`src/design/arle_pkg.sv`:
```
// Shared types and constants for the audit ring log engine.
// Used by the controller, the datapath and the top level; depends on nothing.
package arle_pkg;

    // Width of the tally fields in a result beat.
    localparam int unsigned TALLY_W = 7;

    // Operation codes carried in the opcode field.
    typedef enum logic [3:0] {
        OP_RECORD  = 4'd0,
        OP_GET     = 4'd1,
        OP_COUNT   = 4'd2,
        OP_COUNTC  = 4'd3,
        OP_GETC    = 4'd4,
        OP_COUNTA  = 4'd5,
        OP_COUNTS  = 4'd6,
        OP_SUMMARY = 4'd7,
        OP_CLEAR   = 4'd8
    } op_t;

    // Input beat.
    typedef struct packed {
        logic [3:0]  opcode;
        logic [31:0] action_code;
        logic [31:0] caller_id;
        logic [31:0] target_id;
        logic [63:0] aux_word;
        logic        success_flag;
        logic [15:0] position;
    } in_t;

    // Result beat.
    typedef struct packed {
        logic               status;
        logic [31:0]        rec_seq;
        logic [31:0]        rec_action;
        logic [31:0]        rec_caller;
        logic [31:0]        rec_target;
        logic [63:0]        rec_aux;
        logic               rec_success;
        logic [TALLY_W-1:0] tally;
        logic [TALLY_W-1:0] pass_tally;
        logic [TALLY_W-1:0] fail_tally;
    } out_t;

    // One stored log entry, as held in the entry memory.
    typedef struct packed {
        logic [31:0] seq;
        logic [31:0] action;
        logic [31:0] caller;
        logic [31:0] target;
        logic [63:0] aux;
        logic        success;
    } entry_t;

    // Controller states.
    typedef enum logic [2:0] {
        ST_IDLE,
        ST_DECODE,
        ST_SCAN,
        ST_DRAIN,
        ST_RESPOND
    } state_t;

    // Commands from the controller to the datapath.
    typedef struct packed {
        logic accept;
        logic record;
        logic clear;
        logic scan_start;
        logic scan_step;
        logic load_out;
    } ctl_cmd_t;

    // Status from the datapath to the controller.
    typedef struct packed {
        logic pre_err;
        logic is_record;
        logic is_clear;
        logic do_scan;
        logic scan_last;
        logic out_free;
    } ctl_status_t;

endpackage

```
`src/design/arle_ctrl.sv`:
```
// Controller state machine of the audit ring log engine.
// Depends on arle_pkg for the state type and the command and status structs.
module arle_ctrl (
    input  logic                  aclk,
    input  logic                  aresetn,
    input  logic                  s_valid,
    output logic                  s_ready,
    input  arle_pkg::ctl_status_t status,
    output arle_pkg::ctl_cmd_t    cmd
);
    import arle_pkg::*;

    state_t state_reg;
    state_t state_next;

    // State register.
    always_ff @(posedge aclk) begin
        if (!aresetn) begin
            state_reg <= ST_IDLE;
        end else begin
            state_reg <= state_next;
        end
    end

    // Next state.
    always_comb begin
        state_next = state_reg;
        unique case (state_reg)
            ST_IDLE: begin
                if (s_valid) begin
                    state_next = ST_DECODE;
                end
            end
            ST_DECODE: begin
                if (!status.pre_err && status.do_scan) begin
                    state_next = ST_SCAN;
                end else begin
                    state_next = ST_RESPOND;
                end
            end
            ST_SCAN: begin
                if (status.scan_last) begin
                    state_next = ST_DRAIN;
                end
            end
            ST_DRAIN: begin
                state_next = ST_RESPOND;
            end
            ST_RESPOND: begin
                if (status.out_free) begin
                    state_next = ST_IDLE;
                end
            end
            default: begin
                state_next = ST_IDLE;
            end
        endcase
    end

    // Outputs.
    always_comb begin
        cmd     = '0;
        s_ready = 1'b0;
        unique case (state_reg)
            ST_IDLE: begin
                s_ready    = 1'b1;
                cmd.accept = s_valid;
            end
            ST_DECODE: begin
                // The entry write, the clear and the scan set-up are exclusive.
                if (!status.pre_err) begin
                    cmd.record     = status.is_record;
                    cmd.clear      = status.is_clear;
                    cmd.scan_start = status.do_scan;
                end
            end
            ST_SCAN: begin
                cmd.scan_step = 1'b1;
            end
            ST_DRAIN: begin
                cmd = '0;
            end
            ST_RESPOND: begin
                cmd.load_out = status.out_free;
            end
            default: begin
                cmd = '0;
            end
        endcase
    end

endmodule

```
`config.mk`:
```
export PLATFORM = sky130hd
export DESIGN_NAME = arle_ctrl
export DESIGN_NICKNAME = d
export VERILOG_FILES = /design/src/design/arle_pkg.sv /design/src/design/arle_ctrl.sv
export SDC_FILE = /design/constraint.sdc
export NUM_CORES = 1
export LEC_CHECK = 0
export BUFFER_PORTS_ARGS = -buffer_cell sky130_fd_sc_hd__buf_2
export CORE_AREA = 8 8 45 47
export CTS_CLUSTER_SIZE = 28
export DETAILED_ROUTE_END_ITERATION = 16
export DIE_AREA = 0 0 53 55
export PLACE_DENSITY = 0.43
export RECOVER_POWER = 50
export SKIP_CTS_REPAIR_TIMING = 1
export SYNTH_ARGS = -nofsm -noshare
export SYNTH_HDL_FRONTEND = slang
export SYNTH_SLANG_ARGS = --single-unit
export TNS_END_PERCENT = 10
```
`constraint.sdc`:
```
create_clock -name aclk -period 1.2 [get_ports aclk]
set_clock_uncertainty 0.05 [all_clocks]
set_input_delay 0.06 -clock aclk [delete_from_list [all_inputs] [get_ports aclk]]
set_output_delay 0.06 -clock aclk [all_outputs]
set_load 0.02 [all_outputs]
```
==> results of run 1 <==
[critical path: stages (launching register included)]
cell and delay (ns):
dfxtp_4 0.35, nor4b_4 0.25, buf_4 0.16, and2_4 0.13, buf_6 0.11
[cells by family (layout without fill, tap and decap cells)]
logic type / after synthesis / in the layout / synth area share (%)
buffers and inverters: 2 / 27 / 4.139
and+or+nand+nor: 13 / 13 / 47.58
muxes: 1 / 1 / 5.517
AOI/OAI and AO/OA: 2 / 2 / 9.657
DFF: 3 / 3 / 33.10
[worst paths after layout]
path                                  start                         to  slack, ns  cells after the start
setup / recovery  state_reg[1]$_SDFFE_PN0P_                     cmd[2]      -0.14                      4
hold / removal                      aresetn  state_reg[0]$_SDFFE_PN0P_       0.06                      3
setup reg to reg  state_reg[2]$_SDFFE_PN0P_  state_reg[2]$_SDFFE_PN0P_       0.06                      2
hold reg to reg   state_reg[2]$_SDFFE_PN0P_  state_reg[2]$_SDFFE_PN0P_       0.52                      2
[per-stage QoR]
stage	power [µW]	cells	hold WS, ns
3_3_place_gp	194.9	56	0.2420
4_1_cts	389.9	60	-0.02247
3_5_place_dp	193.9	56	0.2328
5_1_grt	448.7	62	0.04425
2_1_floorplan	152.8	21	0.1274
6_report	415.6	62	0.05797
[cell usage after synthesis (all sizes together)]
cell    count  area [µm²]
nor3        1       5.000
nor2        1       3.750
nor4b       1       8.760
mux2i       1       10.01
inv         2       7.510
dfxtp       3       60.06
nor4        1       6.260
and2        5       31.28
o32ai       1       8.760
nor3b       2       15.01
nand3b      1       7.510
or3b        1       8.760
a22o        1       8.760
[area by class of cell]
cell class              count  area (µm²)  share of cell area, %
repair buffers             21       158.9                  35.77
flip-flops and latches      3       68.82                  15.49
multi-input cells          16       162.7                  36.62
well taps                  16       20.02                  4.507
clock buffers               4       26.28                  5.915
inverters                   2       7.507                  1.690
[metal layers]
layer,share of wire (%),track usage (%)
met5,0,0
met4,0,1.293
met3,18,5.615
met2,30,4.688
met1,51,5.589
[report_power, final]
part           switching (µW)  leakage (µW)  internal (µW)  total (µW)
Sequential               7.25     0.0000264            104         111
Clock                    62.4     0.0000150            125         188
Combinational            50.7      0.000164           66.1         117
==> results by group, run 1 <==
Status
  – Status: finished, violations left
  – Failing checks: negative setup slack

Routing
  – Vias/cell: approximately 4
  – Number of remaining DRC errors: 0
  – Wirelength per Cell: 10.87 µm
  – Pre-antenna DRT Iters: 2
  – DRT antenna net count: 0
  – Via Count: 253
  – 1st-iter DRT viols: 4
  – Post-Route WL: 674 µm

Power and ir drop
  – Max IR drop VDD: between 0.0003 and 0.0004 V
  – Power Density: 935.7 nW/µm²
  – Leak: 0.0002053 µW

GRT
  – Antenna violations before repair: 0
  – GR Overflow Total: 0
  – Vias in the first global route: 245
  – Largest net degree at the start of global routing: 6
  – First-pass GRT wire length: 945 µm
  – Tot GR Track Use: 4.635%

Cells and area
  – Layout area overhead: 144.8%
  – Max reg flops: 3
  – Antenna Cells: 0
  – Finished layout cell area: 444.2 µm²
  – Finished Core Util: 32.10%
  – Fillers: 143
  – Final net count: 56
  – Commonest non-fill, non-tap cells in the layout: buf_2 (8), buf_4 (7), buf_6 (5)
  – Most common cell after layout, fill and taps aside: buf_2
  – Share of cells above drive strength 1: 73.91%

Logic synthesis
  – Synthesis Warnings: 0
  – Syn_area_per_cell: 8.639 µm²
  – Sequential share of the synthesized area: 33.10%
  – Syn Nets: 30
  – Post-Syn Instances: 21
  – #FFs+latches synth: 3
  – Syn Std Cell Area: between 150 and 200 µm²
  – Count of cell types in the netlist: 13

Setup path
  – Type of the worst setup path: flip-flop to output port
  – Worst Setup Start Kind: flip-flop
  – Worst Path Arrival: 1.23 ns
  – CP Capture Type: output port
  – Worst Path Max Fanout: 5
  – CP required: 1.09 ns

Floorplan
  – Chip width: 53 µm
  – Num rows: 14
  – Starting density of the core: 13.11%
  – DIE HEIGHT: 55 µm
  – Ports: 16
  – Die area: between 2000 and 3000 µm²
  – Core ar.: about 1400 µm²

Place
  – Port buffer count: 15
  – Cell Area, Placed: between 300 and 400 µm²
  – Pre-CTS WS: 0.02465 ns
  – Placer Congestion: 0.6723

Timing
  – Slew margin rel.: approximately 85%
  – Final WS setup: -0.1368 ns
  – Fin crit period: 1.337 ns
  – Max-slew violations: 0
  – Final TNS setup: -0.6480 ns
  – RSZ-0062 raised after global routing: true
  – Final setup violation count: 6
  – Post-route clock period utilization: 111.4%
  – Actual slew at the worst max-slew pin: 0.2204 ns
  – Max Freq: 748.1 MHz
  – Final hold vios: 0

Clock network
  – H-tree depth: 1
  – TritonCTS Sinks: 3
  – Clk_lat worst skew: 0.24 ns
  – Reg clk slew, reported paths: 0.04 ns
  – TritonCTS clock tree: done
  – Deepest clock path buffer count: 2
  – Num CTS Buffers: 3
  – Root buf cell: clkbuf_4

Job
  – Max-Cap Viols: 0

Hold path
  – Hold crit path type: input pin to flip-flop
No activity file was read; power rests on OpenSTA's default activity.
==> run 2: changes to the inputs <==
- CTS_BUF_LIST: unset -> sky130_fd_sc_hd__clkbuf_8
==> run 2 against run 1 <==
The flow still finishes with violations (negative setup slack). Combinational power decreased by 5%. First-iteration DRC count decreased by 75%. Critical path depth unchanged. Global-route usage unchanged. Cell area up 1.1%. Die area unchanged. Fmax up 1.4%. Clock power up 55%. Core utilization rose by 0.36 points. Sequential power about the same. Largest cell class unchanged.
==> results by group, run 2 (synthesis gave the netlist of run 1 again) <==
Status
  – Status: finished, violations left
  – Failing checks: negative setup slack

Setup path
  – CP required: around 1.1 ns
  – CP Capture Type: output port
  – Type of the worst setup path: flip-flop to output port
  – Worst Path Max Fanout: 5
  – Slowest-stage cell, CP: dfxtp_4
  – Slack of the worst reg-to-reg path: 0.07 ns
  – Critical path cell sequence: nor4b_4 -> buf_4 -> and2_4 -> buf_6
  – Worst Setup Start Kind: flip-flop
  – Worst Path Arrival: 1.21 ns
  – Critical path's largest stage delay: 0.35 ns

Timing
  – RSZ-0062 raised after global routing: true
  – Hold_ws: between 0.0002 and 0.00025 ns
  – Max Freq: 758.9 MHz
  – Final WS setup: -0.1177 ns
  – Final hold vios: 0
  – Post-route clock period utilization: 109.8%
  – Final setup violation count: 6
  – Actual slew at the worst max-slew pin: 0.2310 ns
  – Max-slew violations: 0
  – Fin crit period: about 1.3 ns
  – Slew margin rel.: 84.57%

Clock network
  – TritonCTS clock tree: done
  – Deepest clock path buffer count: 2
  – H-tree depth: 1
  – TritonCTS Sinks: 3
  – Num CTS Buffers: 3
  – Root buf cell: clkbuf_8
  – Clk_lat worst skew: 0.22 ns
  – Reg clk slew, reported paths: 0.04 ns

GRT
  – Vias in the first global route: between 200 and 300
  – GR Overflow Total: 0
  – Antenna violations before repair: 0
  – Largest net degree at the start of global routing: 6
  – First-pass GRT wire length: just under 1000 µm
  – Tot GR Track Use: 4.635%

Cells and area
  – Commonest non-fill, non-tap cells in the layout: buf_2 (8), buf_4 (8), buf_6 (4)
  – Max reg flops: 3
  – Antenna Cells: 0
  – Share of cells above drive strength 1: 75.56%
  – Final net count: 55
  – Finished layout cell area: about 450 µm²
  – Finished Core Util: 32.46%
  – Layout area overhead: 147.6%

Power and ir drop
  – Leak: 0.0002116 µW
  – Power Density: between 1000 and 1500 nW/µm²
  – Tot Pwr: 514.2 µW
  – Max IR drop VDD: 0.0004448 V

Routing
  – DRT antenna net count: 0
  – Post-Route WL: 689 µm
  – 1st-iter DRT viols: 1
  – Number of remaining DRC errors: 0
  – Pre-antenna DRT Iters: 3
  – Vias/cell: 3.951
  – Via Count: 241
  – Wirelength per Cell: between 10 and 15 µm

Floorplan
  – DIE HEIGHT: roughly 55 µm
  – Chip width: 53 µm
  – Num rows: 14
  – Ports: 16
  – Starting density of the core: about an eighth
  – Die area: 2915 µm²
  – Core ar.: 1384 µm²

Place
  – Port buffer count: 15
  – Placer Congestion: 0.6723
  – Cell Area, Placed: between 300 and 400 µm²

Hold path
  – Hold crit path type: input pin to flip-flop

Job
  – Max-Cap Viols: 0
[run 2: cell count changes in the layout (fill, tap and decap cells not counted), sizes merged]
cell and change:
dlygate4sd3 -1, clkbuf -1, inv +1
[run 2: final cells by class]
class,instances,area [µm²]
timing repair buffer,20,145.1
fill,140,934.6
multi-input combinational,16,162.7
tap,16,20.02
sequential,3,68.82
clock inverter,1,3.754
inverter,2,7.507
clock buffer,3,41.29
[run 2: routing by layer]
layer / up-vias / track usage (%) / part of all wire [%]
met3: 0 / 5.080 / 18
met2: 18 / 5.273 / 32
li1: 123 / - / -
met4: 0 / 1.293 / 0
met1: 100 / 5.438 / 50
met5: - / 0 / 0
[run 2: stage by stage]
step	setup slack, ns	TNS (ns)	std cells
final	-0.1177	-0.4934	61
after floorplan	-0.1175	-0.1175	21
after detailed placement	0.02465	0	56
after global placement	0.02775	0	56
after global routing	-0.1665	-0.7710	61
after CTS	-0.2179	-0.9335	60
[run 2: final timing paths]
| path | end | from | depth (start not counted) |
|---|---|---|---|
| max | cmd[2] | state_reg[1]$_SDFFE_PN0P_ | 4 |
| min | state_reg[2]$_SDFFE_PN0P_ | status[0] | 2 |
| max reg2reg | state_reg[2]$_SDFFE_PN0P_ | state_reg[1]$_SDFFE_PN0P_ | 2 |
| min reg2reg | state_reg[2]$_SDFFE_PN0P_ | state_reg[2]$_SDFFE_PN0P_ | 2 |
[run 2: power breakdown]
| part | switching, µW | total [µW] | internal (µW) |
|---|---|---|---|
| clock | 73.3 | 292 | 218 |
| sequential | 7.37 | 112 | 104 |
| combinational | 49.6 | 111 | 61.4 |
| total | 130 | 514 | 384 |
[run 2: critical path, delay by kind of cell (launching register included)]
kind / cells / cell delay, ns
flops: 1 / 0.35
buf+inv: 2 / 0.27
simple gates: 2 / 0.38
